## config.mk

```make
export PLATFORM = sky130hd
export DESIGN_NAME = utf8_stream_sanitizer_unit_flat
export DESIGN_NICKNAME = d
export VERILOG_FILES = /design/src/hdl/uss_pkg.sv /design/src/hdl/uss_stream_if.sv /design/src/hdl/uss_front.sv /design/src/hdl/uss_job_fifo.sv /design/src/hdl/uss_back.sv /design/src/hdl/utf8_stream_sanitizer_unit.sv /design/src/flat_wrapper.sv
export SDC_FILE = /design/constraint.sdc
export NUM_CORES = 1
export LEC_CHECK = 0
export BUFFER_PORTS_ARGS = -buffer_cell sky130_fd_sc_hd__buf_2
export CAP_MARGIN = 25
export CORE_MARGIN = 4
export CORE_UTILIZATION = 62
export DETAILED_ROUTE_END_ITERATION = 8
export GPL_TIMING_DRIVEN = 0
export PLACE_DENSITY_LB_ADDON = 0.25
export SLEW_MARGIN = 10
export SYNTH_ARGS = -nofsm -noshare
export SYNTH_HDL_FRONTEND = slang
export SYNTH_SLANG_ARGS = --single-unit
```

## constraint.sdc

```tcl
create_clock -name i_clk -period 4.9 [get_ports i_clk]
set_input_delay 0.98 -clock i_clk [delete_from_list [all_inputs] [get_ports i_clk]]
set_output_delay 0.98 -clock i_clk [all_outputs]
set_load 0.01 [all_outputs]
```

## src/hdl/uss_pkg.sv

```systemverilog
// Shared types, constants and helpers for the UTF-8 stream sanitizer.
// No dependencies; every other file imports this package.
package uss_pkg;

    localparam logic OP_FEED  = 1'b0;
    localparam logic OP_FLUSH = 1'b1;

    localparam int JOB_FIFO_DEPTH = 4;
    localparam int JOB_PTR_W      = $clog2(JOB_FIFO_DEPTH);

    localparam logic [7:0] CONT_MASK  = 8'hC0;
    localparam logic [7:0] CONT_VALUE = 8'h80;

    localparam logic [7:0] REPL_B0 = 8'hEF;
    localparam logic [7:0] REPL_B1 = 8'hBF;
    localparam logic [7:0] REPL_B2 = 8'hBD;

    // One unit of output work: rep_cnt U+FFFD sequences, then byte_cnt raw bytes.
    typedef struct packed {
        logic [2:0]      rep_cnt;
        logic [2:0]      byte_cnt;
        logic [3:0][7:0] bytes;
    } t_job;

    function automatic logic [2:0] seq_length(input logic [7:0] lead);
        logic [2:0] len;
        len = 3'd1;
        if (lead[7:5] == 3'b110) len = 3'd2;
        else if (lead[7:4] == 4'b1110) len = 3'd3;
        else if (lead[7:3] == 5'b11110) len = 3'd4;
        return len;
    endfunction

    function automatic logic [7:0] repl_byte(input logic [1:0] k);
        logic [7:0] b;
        unique case (k)
            2'd0:    b = REPL_B0;
            2'd1:    b = REPL_B1;
            default: b = REPL_B2;
        endcase
        return b;
    endfunction

endpackage

```

## src/hdl/uss_stream_if.sv

```systemverilog
// Valid/ready stream interfaces for the sanitizer input and output channels.
// Depends on uss_pkg.
interface uss_in_if
    import uss_pkg::*;
();
    logic       valid;
    logic       ready;
    logic       operation;
    logic [7:0] data_byte;

    modport source (output valid, output operation, output data_byte, input ready);
    modport sink   (input valid, input operation, input data_byte, output ready);
endinterface

interface uss_out_if
    import uss_pkg::*;
();
    logic       valid;
    logic       ready;
    logic [7:0] out_byte;
    logic       last;

    modport source (output valid, output out_byte, output last, input ready);
    modport sink   (input valid, input out_byte, input last, output ready);
endinterface

```

## src/hdl/uss_front.sv

```systemverilog
// Front end: accepts input transactions, tracks the open sequence and
// classifies each transaction into an output job. Depends on uss_pkg.
module uss_front
    import uss_pkg::*;
(
    input  logic       i_clk,
    input  logic       i_rst_n,
    input  logic       i_valid,
    input  logic       i_operation,
    input  logic [7:0] i_data_byte,
    input  logic       i_full,
    output logic       o_ready,
    output logic       o_push,
    output t_job       o_job
);

    logic [1:0]      r_count;
    logic [1:0]      n_count;
    logic [7:0]      r_pend [3];

    logic            w_acc;
    logic            w_is_cont;
    logic [2:0]      w_len;
    logic [2:0]      w_count_p1;
    logic            w_complete;
    logic [7:0]      w_c1;
    logic [7:0]      w_c2;
    logic [20:0]     w_cp;
    logic            w_seq_ok;
    logic            w_store_lead;
    t_job            w_job;

    assign o_ready    = !i_full;
    assign w_acc      = i_valid && !i_full;
    assign w_is_cont  = (i_data_byte & CONT_MASK) == CONT_VALUE;
    assign w_len      = seq_length(r_pend[0]);
    assign w_count_p1 = {1'b0, r_count} + 3'd1;
    assign w_complete = w_count_p1 >= w_len;

    // Sequence as it would stand with the incoming byte appended.
    assign w_c1 = (r_count == 2'd1) ? i_data_byte : r_pend[1];
    assign w_c2 = (r_count == 2'd2) ? i_data_byte : r_pend[2];

    always_comb begin
        unique case (w_len)
            3'd2:    w_cp = {10'd0, r_pend[0][4:0], w_c1[5:0]};
            3'd3:    w_cp = {5'd0, r_pend[0][3:0], w_c1[5:0], w_c2[5:0]};
            default: w_cp = {r_pend[0][2:0], w_c1[5:0], w_c2[5:0], i_data_byte[5:0]};
        endcase
        unique case (w_len)
            3'd2:    w_seq_ok = w_cp >= 21'h80;
            3'd3:    w_seq_ok = (w_cp >= 21'h800) && ((w_cp < 21'hD800) || (w_cp > 21'hDFFF));
            default: w_seq_ok = (w_cp >= 21'h10000) && (w_cp <= 21'h10FFFF);
        endcase
    end

    always_comb begin
        w_job          = '0;
        w_job.bytes[0] = r_pend[0];
        w_job.bytes[1] = w_c1;
        w_job.bytes[2] = w_c2;
        w_job.bytes[3] = i_data_byte;
        n_count        = r_count;
        w_store_lead   = 1'b0;
        priority if (i_operation == OP_FLUSH) begin
            w_job.rep_cnt = {1'b0, r_count};
            n_count       = 2'd0;
        end else if (r_count != 2'd0 && w_is_cont) begin
            if (!w_complete) begin
                n_count = r_count + 2'd1;
            end else begin
                if (w_seq_ok) w_job.byte_cnt = w_len;
                else          w_job.rep_cnt  = w_count_p1;
                n_count = 2'd0;
            end
        end else begin
            w_job.rep_cnt = {1'b0, r_count};
            n_count       = 2'd0;
            priority if (i_data_byte == 8'h00) begin
                w_job.rep_cnt = w_job.rep_cnt + 3'd1;
            end else if (!i_data_byte[7]) begin
                w_job.bytes[0] = i_data_byte;
                w_job.byte_cnt = 3'd1;
            end else if (seq_length(i_data_byte) == 3'd1) begin
                w_job.rep_cnt = w_job.rep_cnt + 3'd1;
            end else begin
                w_store_lead = 1'b1;
                n_count      = 2'd1;
            end
        end
    end

    assign o_job  = w_job;
    assign o_push = w_acc && ((w_job.rep_cnt != 3'd0) || (w_job.byte_cnt != 3'd0));

    always_ff @(posedge i_clk) begin
        if (!i_rst_n) begin
            r_count <= 2'd0;
        end else if (w_acc) begin
            r_count <= n_count;
        end
    end

    // Pending bytes hold no reset; an entry is only read once written.
    always_ff @(posedge i_clk) begin
        if (w_acc && i_operation == OP_FEED) begin
            if (w_store_lead) r_pend[0] <= i_data_byte;
            if (r_count == 2'd1 && w_is_cont && !w_complete) r_pend[1] <= i_data_byte;
            if (r_count == 2'd2 && w_is_cont && !w_complete) r_pend[2] <= i_data_byte;
        end
    end

endmodule

```

## src/hdl/uss_job_fifo.sv

```systemverilog
// Short job queue that decouples the front end from the output expander.
// Depends on uss_pkg.
module uss_job_fifo
    import uss_pkg::*;
(
    input  logic i_clk,
    input  logic i_rst_n,
    input  logic i_push,
    input  t_job i_job,
    input  logic i_pop,
    output logic o_full,
    output logic o_valid,
    output t_job o_head
);

    t_job                 r_mem [JOB_FIFO_DEPTH];
    logic [JOB_PTR_W-1:0] r_wr;
    logic [JOB_PTR_W-1:0] r_rd;
    logic [JOB_PTR_W:0]   r_cnt;

    assign o_full  = r_cnt == (JOB_PTR_W+1)'(JOB_FIFO_DEPTH);
    assign o_valid = r_cnt != '0;
    assign o_head  = r_mem[r_rd];

    always_ff @(posedge i_clk) begin
        if (!i_rst_n) begin
            r_wr  <= '0;
            r_rd  <= '0;
            r_cnt <= '0;
        end else begin
            if (i_push) r_wr <= r_wr + JOB_PTR_W'(1);
            if (i_pop)  r_rd <= r_rd + JOB_PTR_W'(1);
            unique case ({i_push, i_pop})
                2'b10:   r_cnt <= r_cnt + (JOB_PTR_W+1)'(1);
                2'b01:   r_cnt <= r_cnt - (JOB_PTR_W+1)'(1);
                default: r_cnt <= r_cnt;
            endcase
        end
    end

    always_ff @(posedge i_clk) begin
        if (i_push) r_mem[r_wr] <= i_job;
    end

endmodule

```

## src/hdl/uss_back.sv

```systemverilog
// Back end: expands one job at a time into output bytes, one per cycle while
// the output is ready, through a registered output stage. Depends on uss_pkg.
module uss_back
    import uss_pkg::*;
(
    input  logic       i_clk,
    input  logic       i_rst_n,
    input  logic       i_job_valid,
    input  t_job       i_job,
    output logic       o_pop,
    input  logic       i_ready,
    output logic       o_valid,
    output logic [7:0] o_out_byte,
    output logic       o_last
);

    logic            r_act;
    logic [2:0]      r_rep_left;
    logic [1:0]      r_k;
    logic [1:0]      r_pos;
    logic [2:0]      r_cnt;
    logic [3:0][7:0] r_bytes;
    logic            r_ov;
    logic [7:0]      r_ob;
    logic            r_ol;

    logic            w_in_rep;
    logic [7:0]      w_byte;
    logic            w_last;
    logic            w_emit;
    logic            w_load;

    assign w_in_rep = r_rep_left != 3'd0;
    assign w_byte   = w_in_rep ? repl_byte(r_k) : r_bytes[r_pos];
    assign w_last   = w_in_rep ? (r_rep_left == 3'd1 && r_k == 2'd2 && r_cnt == 3'd0)
                               : ({1'b0, r_pos} == r_cnt - 3'd1);
    assign w_emit   = r_act && (!r_ov || i_ready);
    // Chain the next job in the cycle the current one ends.
    assign w_load   = i_job_valid && (!r_act || (w_emit && w_last));
    assign o_pop    = w_load;

    always_ff @(posedge i_clk) begin
        if (!i_rst_n) begin
            r_act <= 1'b0;
            r_ov  <= 1'b0;
        end else begin
            if (w_load)               r_act <= 1'b1;
            else if (w_emit && w_last) r_act <= 1'b0;
            if (w_emit)       r_ov <= 1'b1;
            else if (i_ready) r_ov <= 1'b0;
        end
    end

    always_ff @(posedge i_clk) begin
        if (w_load) begin
            r_rep_left <= i_job.rep_cnt;
            r_cnt      <= i_job.byte_cnt;
            r_bytes    <= i_job.bytes;
            r_k        <= 2'd0;
            r_pos      <= 2'd0;
        end else if (w_emit) begin
            if (w_in_rep) begin
                if (r_k == 2'd2) begin
                    r_k        <= 2'd0;
                    r_rep_left <= r_rep_left - 3'd1;
                end else begin
                    r_k <= r_k + 2'd1;
                end
            end else begin
                r_pos <= r_pos + 2'd1;
            end
        end
        if (w_emit) begin
            r_ob <= w_byte;
            r_ol <= w_last;
        end
    end

    assign o_valid    = r_ov;
    assign o_out_byte = r_ob;
    assign o_last     = r_ol;

endmodule

```

## src/hdl/utf8_stream_sanitizer_unit.sv

```systemverilog
// UTF-8 stream sanitizer top level: front end, job queue, output expander.
// Inputs reach the output via the job queue, the expander's job registers
// and the output register. Throughput: one input transaction per cycle
// while each yields at most one byte, and one output byte per cycle, while
// the output is ready; an item yields up to 12 bytes. Reset is synchronous,
// active-low, clears pending count, queue, output valid; no clearing pass.
module utf8_stream_sanitizer_unit
    import uss_pkg::*;
(
    input  logic       i_clk,
    input  logic       i_rst_n,
    uss_in_if.sink     i_in,
    uss_out_if.source  o_out
);

    logic w_push;
    logic w_full;
    logic w_pop;
    logic w_fifo_valid;
    t_job w_job;
    t_job w_head;

    uss_front u_front (
        .i_clk       (i_clk),
        .i_rst_n     (i_rst_n),
        .i_valid     (i_in.valid),
        .i_operation (i_in.operation),
        .i_data_byte (i_in.data_byte),
        .i_full      (w_full),
        .o_ready     (i_in.ready),
        .o_push      (w_push),
        .o_job       (w_job)
    );

    uss_job_fifo u_fifo (
        .i_clk   (i_clk),
        .i_rst_n (i_rst_n),
        .i_push  (w_push),
        .i_job   (w_job),
        .i_pop   (w_pop),
        .o_full  (w_full),
        .o_valid (w_fifo_valid),
        .o_head  (w_head)
    );

    uss_back u_back (
        .i_clk       (i_clk),
        .i_rst_n     (i_rst_n),
        .i_job_valid (w_fifo_valid),
        .i_job       (w_head),
        .o_pop       (w_pop),
        .i_ready     (o_out.ready),
        .o_valid     (o_out.valid),
        .o_out_byte  (o_out.out_byte),
        .o_last      (o_out.last)
    );

`ifndef SYNTHESIS
    a_no_push_full: assert property (@(posedge i_clk) disable iff (!i_rst_n)
        w_push |-> !w_full)
        else $error("job pushed into full queue");

    a_no_pop_empty: assert property (@(posedge i_clk) disable iff (!i_rst_n)
        w_pop |-> w_fifo_valid)
        else $error("job popped from empty queue");

    a_job_nonempty: assert property (@(posedge i_clk) disable iff (!i_rst_n)
        w_pop |-> (w_head.rep_cnt != 3'd0 || w_head.byte_cnt != 3'd0))
        else $error("empty job reached the expander");
`endif

endmodule
```

## src/flat_wrapper.sv

```systemverilog
// flat-port wrapper written by rule: the top's interface ports become plain ports
module utf8_stream_sanitizer_unit_flat import uss_pkg::*;
  (i_clk, i_rst_n, i_in_valid, i_in_operation, i_in_data_byte, i_in_ready, o_out_valid, o_out_out_byte, o_out_last, o_out_ready);
  uss_in_if i_in_i ();
  uss_out_if o_out_i ();
  input  logic i_clk;
  input  logic i_rst_n;
  input wire logic [$bits(i_in_i.valid)-1:0] i_in_valid;
  input wire logic [$bits(i_in_i.operation)-1:0] i_in_operation;
  input wire logic [$bits(i_in_i.data_byte)-1:0] i_in_data_byte;
  output wire logic [$bits(i_in_i.ready)-1:0] i_in_ready;
  output wire logic [$bits(o_out_i.valid)-1:0] o_out_valid;
  output wire logic [$bits(o_out_i.out_byte)-1:0] o_out_out_byte;
  output wire logic [$bits(o_out_i.last)-1:0] o_out_last;
  input wire logic [$bits(o_out_i.ready)-1:0] o_out_ready;
  assign i_in_i.valid = i_in_valid;
  assign i_in_i.operation = i_in_operation;
  assign i_in_i.data_byte = i_in_data_byte;
  assign i_in_ready = i_in_i.ready;
  assign o_out_valid = o_out_i.valid;
  assign o_out_out_byte = o_out_i.out_byte;
  assign o_out_last = o_out_i.last;
  assign o_out_i.ready = o_out_ready;
  utf8_stream_sanitizer_unit u_core (.i_clk(i_clk), .i_rst_n(i_rst_n), .i_in(i_in_i), .o_out(o_out_i));
endmodule
```

==> impl_results.md, run 1 <==
- Status: completed
- Netlist cell types: 57
- Tot GR Track Use: 22.97%
- Minimum clock period: 4348 ps
- # port buffers: 23
- Met2 Use GR: 36.97%
- Type of the tightest min-delay check: reg2reg
- Sequential area share after synthesis: 71.58%
- Antenna diodes: 0
- Max H-tree Level: 1
- Reg clk slew, reported paths: 60 ps
- Synth Net Count: 572
- IO Pins: 24
- Via/cell ratio: 6.162
- Crit-path cells: inv_1 > ha_1 > buf_2 > nor4_1 > a22oi_1 > a2bb2oi_1 > and4_1 > o21ai_0 > o2bb2ai_1 > a21oi_2 > a31oi_4 > inv_1 > ha_1 > inv_1 > fa_1 > xor2_1 > or3_1 > a21boi_0
- HPWL Detailed: 12,250 µm
- Critical Path Fanout Max: 10
- Hold buffer count at CTS: 0
- Synth Register Bits: 240
- Fillers: 911
- 1st-pass router iterations: 5
- Placed Instances: 782
- Setup TNS Final: 0 ps
- Crit path max-delay cell type: dfxtp_1
- Flop pwr share: 46.9%
- Nets: 627
- Core area: 0.01537 mm²
- Share of cells above drive strength 1: 24.88%
- Top achievable clock speed: 0.2300 GHz
- Crit path DAT: 4760 ps
- Hold path cells: 2
- Clk_skew: 9.184 ps
- Postcts setup bufs: 0
- Grt met3 use: 4.539%
- FF-to-FF path depth: 18
- P_leak: 0.003609 µW
- Post_cts resized: 0
- Die extent in x: 133.9 µm
- Residual DRC: 0
- Hold Fails Final Rpt: 0
- Maximum buffer depth of the clock tree: 3
- CP Launch Type: flop
- Switching power: 1486 µW
- Post-synth top area share: 68.12%
- Ys Warns: 0
- Ys flop type: edfxtp_1
- Slew @ Worst Pin: 909.4 ps
- Finished Layout Cells: 826
- Vias in the first global route: 5,196
- Worst slew margin: 39.38%
- Switching power share of the total: 25.60%
- Die H: 133.9 µm
- Combinational share of power: 20.9%
- Layout area overhead: 13.24%
- Final WS setup: 552.4 ps
- Clock Power Share: 32.1%
- Hold slack: 499.5 ps
- Setup crit end kind: flop
- Top post-synthesis cells by area: edfxtp_1, mux4_2, dfxtp_1
- Max Slew Vio Count: 0
- Pwr per Cell Area: 521.4 mW/mm²
- Routability Congestion: 0.8543
- Post-synthesis cell area: 0.009831 mm²
- Met1 Use GR: 33.37%
- Setup-failing EPs final: 0
- Routed wire length: 19,680 µm
- Gate Count Post-Synth: 543
- Multi-input gate area: 0.002624 mm²
- CTS tree: yes
- Number of synthesized flops with an enable pin: 223
- Post-route ant nets: 0
- Initial Utilization: 63.96%
- Row cnt: 45
- Peak VDD IR: 0.0004699 V
- Routed length per instance: 23.82 µm
- Detailed router's first-iteration violation count: 504
- Worst-Skew Late Latency: 500 ps
- RSZ-0062 raised after global routing: false
- CP most frequent cell: inv_1
- Via count: 5,090
- Crit path max-delay family: compound AO/OA/AOI/OAI gates
- Root buf cell: clkbuf_16
- Max capacitance violation total: 0
- Post-synth top area cell: edfxtp_1
- Avg Cell Area, Syn: 18.10 µm²
- Sequential cell area: 0.007037 mm²
- CTS Buf Count: 24
- Die Footprint: 0.01793 mm²
- Layout Utilization: 72.42%
- Post-synth ARST share: 0%
- Kind of critical path: reg2reg
- GR peak layer: met2
- Data required, critical path: 5310 ps
- Sink Count: 240
- Crit share post-route: 88.73%
- Initial antenna violation count: 0
- GRT Residual Overflow: 0
- First-pass GRT wire length: 30,850 µm
- Largest net degree at the start of global routing: 36
- CP max stage delay: 480 ps
- CP Depth: 18
- Buffers and inverters on the worst path: 4
- Place WS: 540.5 ps
- Pint: 4319 µW
-- area by class of cell --
class                      count  area share [%]
sequential                   240           63.21
multi-input combinational    264           23.57
clock buffer                  35           6.047
tap                          211           2.372
timing repair buffer          29           1.978
clock inverter                 8           1.236
buffer                        18          0.8767
inverter                      21          0.7081
-- state kept, by name (all words and copies together) (netlist names), 2 cells and up, named ones only --
register / count
u_core.u_back.o_out_byte: 8
u_core.u_back.r_k: 2
u_core.u_back.r_rep_left: 3
u_core.u_fifo.r_cnt: 3
u_core.u_fifo.r_wr: 2
u_core.u_fifo.r_mem: 152
u_core.u_front.r_pend: 24
u_core.u_back.r_cnt: 3
u_core.u_front.r_count: 2
u_core.u_back.r_pos: 2
u_core.u_back.r_bytes: 32
u_core.u_fifo.r_rd: 2
-- kinds of logic after synthesis --
family / Yosys count / synth area share, %
simple gates: 112 / 6.338
buf+inv: 39 / 1.782
mux: 74 / 13.73
fa+ha+maj: 16 / 2.113
flops: 240 / 71.58
xor+xnor: 10 / 0.8909
compound gates: 52 / 3.564
-- cell usage after synthesis, types with 10 or more instances --
cell type / number
nor2_1: 16
dfxtp_1: 17
nor3_1: 10
inv_1: 21
mux2_2: 23
edfxtp_1: 223
o21ai_0: 10
nand3_1: 10
ha_1: 15
mux4_2: 46
and2_1: 14
clkbuf_1: 10
a21oi_1: 11
nand2_1: 25
-- through the flow --
| step | power (µW) | area (µm²) |
|---|---|---|
| final | 5804 | 11130 |
| after global routing | 6102 | 11130 |
| after CTS | 5860 | 11130 |
| after detailed placement | 3977 | 10320 |
| after global placement | 3889 | 10210 |
| after floorplan | 3604 | 9831 |
-- layout by cell type, fill, tap and decap left out, drive strengths merged, types with 3 or more instances in the layout --
master,synthesis,routed
a21boi,5,5
a21oi,12,12
a22oi,3,3
a31oi,4,4
and2,14,14
buf,6,35
bufinv,0,4
clkbuf,12,47
clkinv,0,4
dfxtp,17,17
edfxtp,223,223
ha,15,15
inv,21,21
mux2,24,24
mux2i,4,4
mux4,46,46
nand2,25,25
nand2b,8,8
nand3,11,11
nor2,16,16
nor2b,5,5
nor3,10,10
nor3b,3,3
nor4,4,4
o21ai,13,13
o31ai,4,4
xnor2,4,4
xor2,6,6
-- worst register-to-register path, cell delays in order, from the launching register on --
cell	delay [ps]
dfxtp_1	480
inv_1	170
ha_1	290
buf_2	220
nor4_1	470
a22oi_1	150
a2bb2oi_1	150
and4_1	220
o21ai_0	140
o2bb2ai_1	170
a21oi_2	180
a31oi_4	140
inv_1	100
ha_1	190
inv_1	70
fa_1	430
xor2_1	160
or3_1	300
a21boi_0	210
-- power groups by stage --
| stage | Clock, µW | Combinational, µW | Sequential (µW) |
|---|---|---|---|
| finish | 1870 | 1210 | 2720 |
| detailed placement | 0 | 1220 | 2760 |
| floorplan | 0 | 862 | 2740 |
| global placement | 0 | 1130 | 2760 |
| CTS | 1900 | 1240 | 2730 |
| global route | 2010 | 1350 | 2750 |
-- final timing paths --
kind	to	startpoint	slack, ps
worst max-delay path	u_core.u_fifo.r_cnt[2]$_SDFFE_PN0P_	u_core.u_front.r_count[0]$_SDFFE_PN0P_	550
worst min-delay path	u_core.u_fifo.r_wr[1]$_SDFFE_PN0P_	u_core.u_fifo.r_wr[1]$_SDFFE_PN0P_	500
worst max register to register	u_core.u_fifo.r_cnt[2]$_SDFFE_PN0P_	u_core.u_front.r_count[0]$_SDFFE_PN0P_	550
worst min register to register	u_core.u_fifo.r_wr[1]$_SDFFE_PN0P_	u_core.u_fifo.r_wr[1]$_SDFFE_PN0P_	500
-- per-layer routing --
layer,part of all wire (%),wire (µm)
met5,0,0
met4,1.7,342
met3,6.4,1257
met2,50,9765
met1,42,8310
(Power assumes the default switching activity.)
==> inputs of run 2 (changes only) <==
ABC_AREA = 1   (was unset)
==> run 2 against run 1 <==
Power grew 2.6%. Clock power shrank 6%. Core utilization shrank 0.80 points. First-iteration DRC count grew 28%. Cell count grew 42%. Worst setup slack gained 15 ps. Largest power group unchanged. Register-to-register slack gained 20 ps. Global-route usage grew 2.1 points. Worst hold slack lost 18 ps.
==> impl_results.md, run 2 <==
- Status: completed
- Hold buffer count at CTS: 0 (unchanged)
- Synth Register Bits: 240 (unchanged)
- Most frequent cells in the layout: edfxtp_1, nand2_1, nor2_1
- Reg clk slew, reported paths: 60 ps (about the same)
- Postcts setup bufs: 0 (unchanged)
- Pwr per Cell Area: 521.6 mW/mm² (about the same)
- Data required, critical path: 5280 ps (-30 ps)
- Reg2reg end: u_core.u_fifo.r_cnt[2]$_SDFFE_PN0P_
- Post-route ant nets: 0 (unchanged)
- Hold Fails Final Rpt: 0 (unchanged)
- CTS Buf Count: 24 (unchanged)
- Largest regs: u_core.u_fifo.r_mem (152), u_core.u_back.r_bytes (32), u_core.u_front.r_pend (24)
- Type of the tightest min-delay check: reg2reg
- Top Metal Used: met4
- Setup TNS Final: 0 ps (unchanged)
- Routed length per instance: 19.44 µm (-18%)
- Detailed router's first-iteration violation count: 646 (+28%)
- Gate Count Post-Synth: 884 (+63%)
- Worst Setup SP: u_core.u_back.r_rep_left[0]$_DFFE_PP_
- Fillers: 1,048 (+15%)
- Residual DRC: 0 (unchanged)
- Top post-synthesis cells by area: edfxtp_1, o21ai_0, nand2_1
- Number of synthesized flops with an enable pin: 223 (unchanged)
- Share of cells above drive strength 1: 10.69% (-14 points)
- Peak VDD IR: 0.0003103 V (-34%)
- Placed Instances: 1,128 (+44%)
- Clk_skew: 9.752 ps (+0.5679 ps)
- Ys flop type: edfxtp_1
- Post-synth top area share: 66.03% (-2.1 points)
- Setup-failing EPs final: 0 (unchanged)
- Commonest non-fill, non-tap cell in the layout: edfxtp_1
- Antenna diodes: 0 (unchanged)
- Most frequent cells after synthesis: edfxtp_1, nand2_1, nor2_1, o21ai_0, inv_1
- Avg Cell Area, Syn: 11.47 µm² (-37%)
- Root buf cell: clkbuf_16
- Count leader, synth: edfxtp_1
- Via/cell ratio: 5.875 (-4.7%)
- Post_cts resized: 0 (unchanged)
- Minimum clock period: 4332 ps (-15.36 ps)
- Initial antenna violation count: 0 (unchanged)
- FF-to-FF path depth: 18 (unchanged)
- P_leak: 0.004155 µW (+15%)
- GRT Residual Overflow: 0 (unchanged)
- Worst slew margin: 35.05% (-4.3 points)
- Kind of critical path: reg2reg
- Post-synth ARST share: 0% (unchanged)
- Tot GR Track Use: 25.03% (+2.1 points)
- Max capacitance violation total: 0 (unchanged)
- Routed wire length: 22,750 µm (+16%)
- Die Footprint: 0.01847 mm² (+3.0%)
- Post-synth top area cell: edfxtp_1
- Finished Layout Cells: 1,170 (+42%)
- Max Slew Vio Count: 0 (unchanged)
- Max reg flops: 152 (unchanged)
- Sequential area share after synthesis: 69.38% (-2.2 points)
- Netlist cell types: 38 (-33%)
- First-pass GRT wire length: 35,110 µm (+14%)
- Critical Path Fanout Max: 45 (+35)
- Metal1 wirelength: 8770 µm (+5.5%)
- Vias in the first global route: 6,548 (+26%)
- Nets: 968 (+54%)
- Post-synthesis cell area: 0.01014 mm² (+3.2%)
- Die extent in x: 135.9 µm (+1.5%)
- Ys Warns: 0 (unchanged)
- Top achievable clock speed: 0.2308 GHz (+0.35%)
- Core area: 0.01594 mm² (+3.7%)
- Multi-input gate area: 0.002690 mm² (+2.5%)
- Via count: 6,874 (+35%)
- Reg2reg setup slack: 570 ps (+20 ps)
- Worst-Skew Late Latency: 500 ps (about the same)
- 1st-pass router iterations: 5 (unchanged)
- Sequential cell area: 0.007037 mm² (unchanged)
- RSZ-0062 raised after global routing: false
- Synth Net Count: 913 (+60%)
- Maximum buffer depth of the clock tree: 3 (unchanged)
- Slew @ Worst Pin: 966.8 ps (+57.47 ps)
- Die H: 135.9 µm (+1.5%)
- Routed wl met2: 11,160 µm (+14%)
- Sink Count: 240 (unchanged)
- R2r startpoint: u_core.u_back.r_rep_left[0]$_DFFE_PP_
- Max H-tree Level: 1 (unchanged)
- # port buffers: 23 (unchanged)
- Layout area overhead: 12.58%
- CP Launch Type: flop
- Setup crit end kind: flop
- CP Capture Point: u_core.u_fifo.r_cnt[2]$_SDFFE_PN0P_
- HPWL Detailed: 15,450 µm (+26%)
- Largest net degree at the start of global routing: 46 (+28%)
- Initial Utilization: 63.62% (-0.34 points)
- Largest register by flop count: u_core.u_fifo.r_mem
- Layout Utilization: 71.62% (-0.80 points)
- IO Pins: 24 (unchanged)
- CTS tree: yes
- Crit share post-route: 88.41% (-0.31 points)
- Routability Congestion: 0.8919 (+4.4%)
- Row cnt: 46 (+2.2%)
- Crit path DAT: 4710 ps (-50 ps)
- Met3 wire length: 2140 µm (+70%)
-- run 2: cell count changes after synthesis, sizes merged, moves of 10 or more --
cell,change
and2,-14
o211ai,+11
clkbuf,+18
nor2,+118
mux2,-24
nand2,+120
o22ai,+36
o21ai,+103
inv,+51
nand3,+10
mux4,-46
-- run 2: report_power, final --
group | switching (µW) | total, µW | internal (µW)
Clock | 705 | 1760 | 1050
Combinational | 983 | 1380 | 398
Sequential | 125 | 2820 | 2690
-- run 2: logic make-up after synthesis --
logic type | share of synthesized area [%]
buffers and inverters | 4.392
AOI/OAI and AO/OA | 10.70
and+or+nand+nor | 13.14
xor gates and xnor gates | 0.3455
adders and majority gates | 2.048
DFF | 69.38
-- run 2: metal layers --
| metal | GRT usage [%] | vias up |
|---|---|---|
| li1 | - | 3211 |
| met1 | 34.25 | 3261 |
| met2 | 41.57 | 353 |
| met3 | 3.849 | 49 |
| met4 | 8.511 | 0 |
| met5 | 0 | - |
-- run 2: metrics by stage --
| stage | cell area (µm²) | power (µW) | hold WS [ps] | setup slack, ps |
|---|---|---|---|---|
| 6_report | 11420 | 5955 | 481.9 | 567.7 |
| 5_1_grt | 11420 | 6231 | 507.1 | 152.9 |
| 4_1_cts | 11410 | 5965 | 479.6 | 542.4 |
| 3_5_place_dp | 10660 | 4202 | 461.7 | 513.2 |
| 3_3_place_gp | 10530 | 4130 | 452.2 | -1219 |
| 2_1_floorplan | 10140 | 3703 | 435.6 | 548.6 |
-- run 2: layout make-up --
| type | count | share of cell area, % |
|---|---|---|
| buffer | 37 | 1.479 |
| clock buffer | 34 | 5.862 |
| clock inverter | 7 | 0.7561 |
| inverter | 73 | 2.422 |
| multi-input combinational | 534 | 23.56 |
| sequential | 240 | 61.63 |
| tap | 216 | 2.367 |
| timing repair buffer | 29 | 1.929 |
-- run 2: how the worst min path moves through the flow --
stage	start	endpoint	slack, ps	cells past startpoint
finish	u_core.u_fifo.r_rd[1]$_SDFFE_PN0P_	flop	480	2
global route	u_core.u_fifo.r_rd[1]$_SDFFE_PN0P_	u_core.u_fifo.r_rd[1]$_SDFFE_PN0P_	510	2
CTS	u_core.u_fifo.r_rd[1]$_SDFFE_PN0P_	flop	480	2
detailed placement	u_core.u_fifo.r_rd[1]$_SDFFE_PN0P_	u_core.u_fifo.r_rd[1]$_SDFFE_PN0P_	460	2
global placement	u_core.u_fifo.r_rd[1]$_SDFFE_PN0P_	u_core.u_fifo.r_rd[1]$_SDFFE_PN0P_	450	2
floorplan	u_core.u_fifo.r_rd[1]$_SDFFE_PN0P_	flop	440	2
-- run 2: critical path: stages, from the launching register on --
cell and delay [ps]:
edfxtp_1 410, inv_1 100, ha_1 140, inv_1 30, nor2_1 210, inv_1 120, o41ai_1 590, nand2_1 90
nand2_1 100, nand2_1 140, inv_1 130, buf_2 730, ha_1 270, inv_1 80, fa_1 450, a21oi_1 160
o21ai_0 140, o21ai_0 220, a21oi_1 70
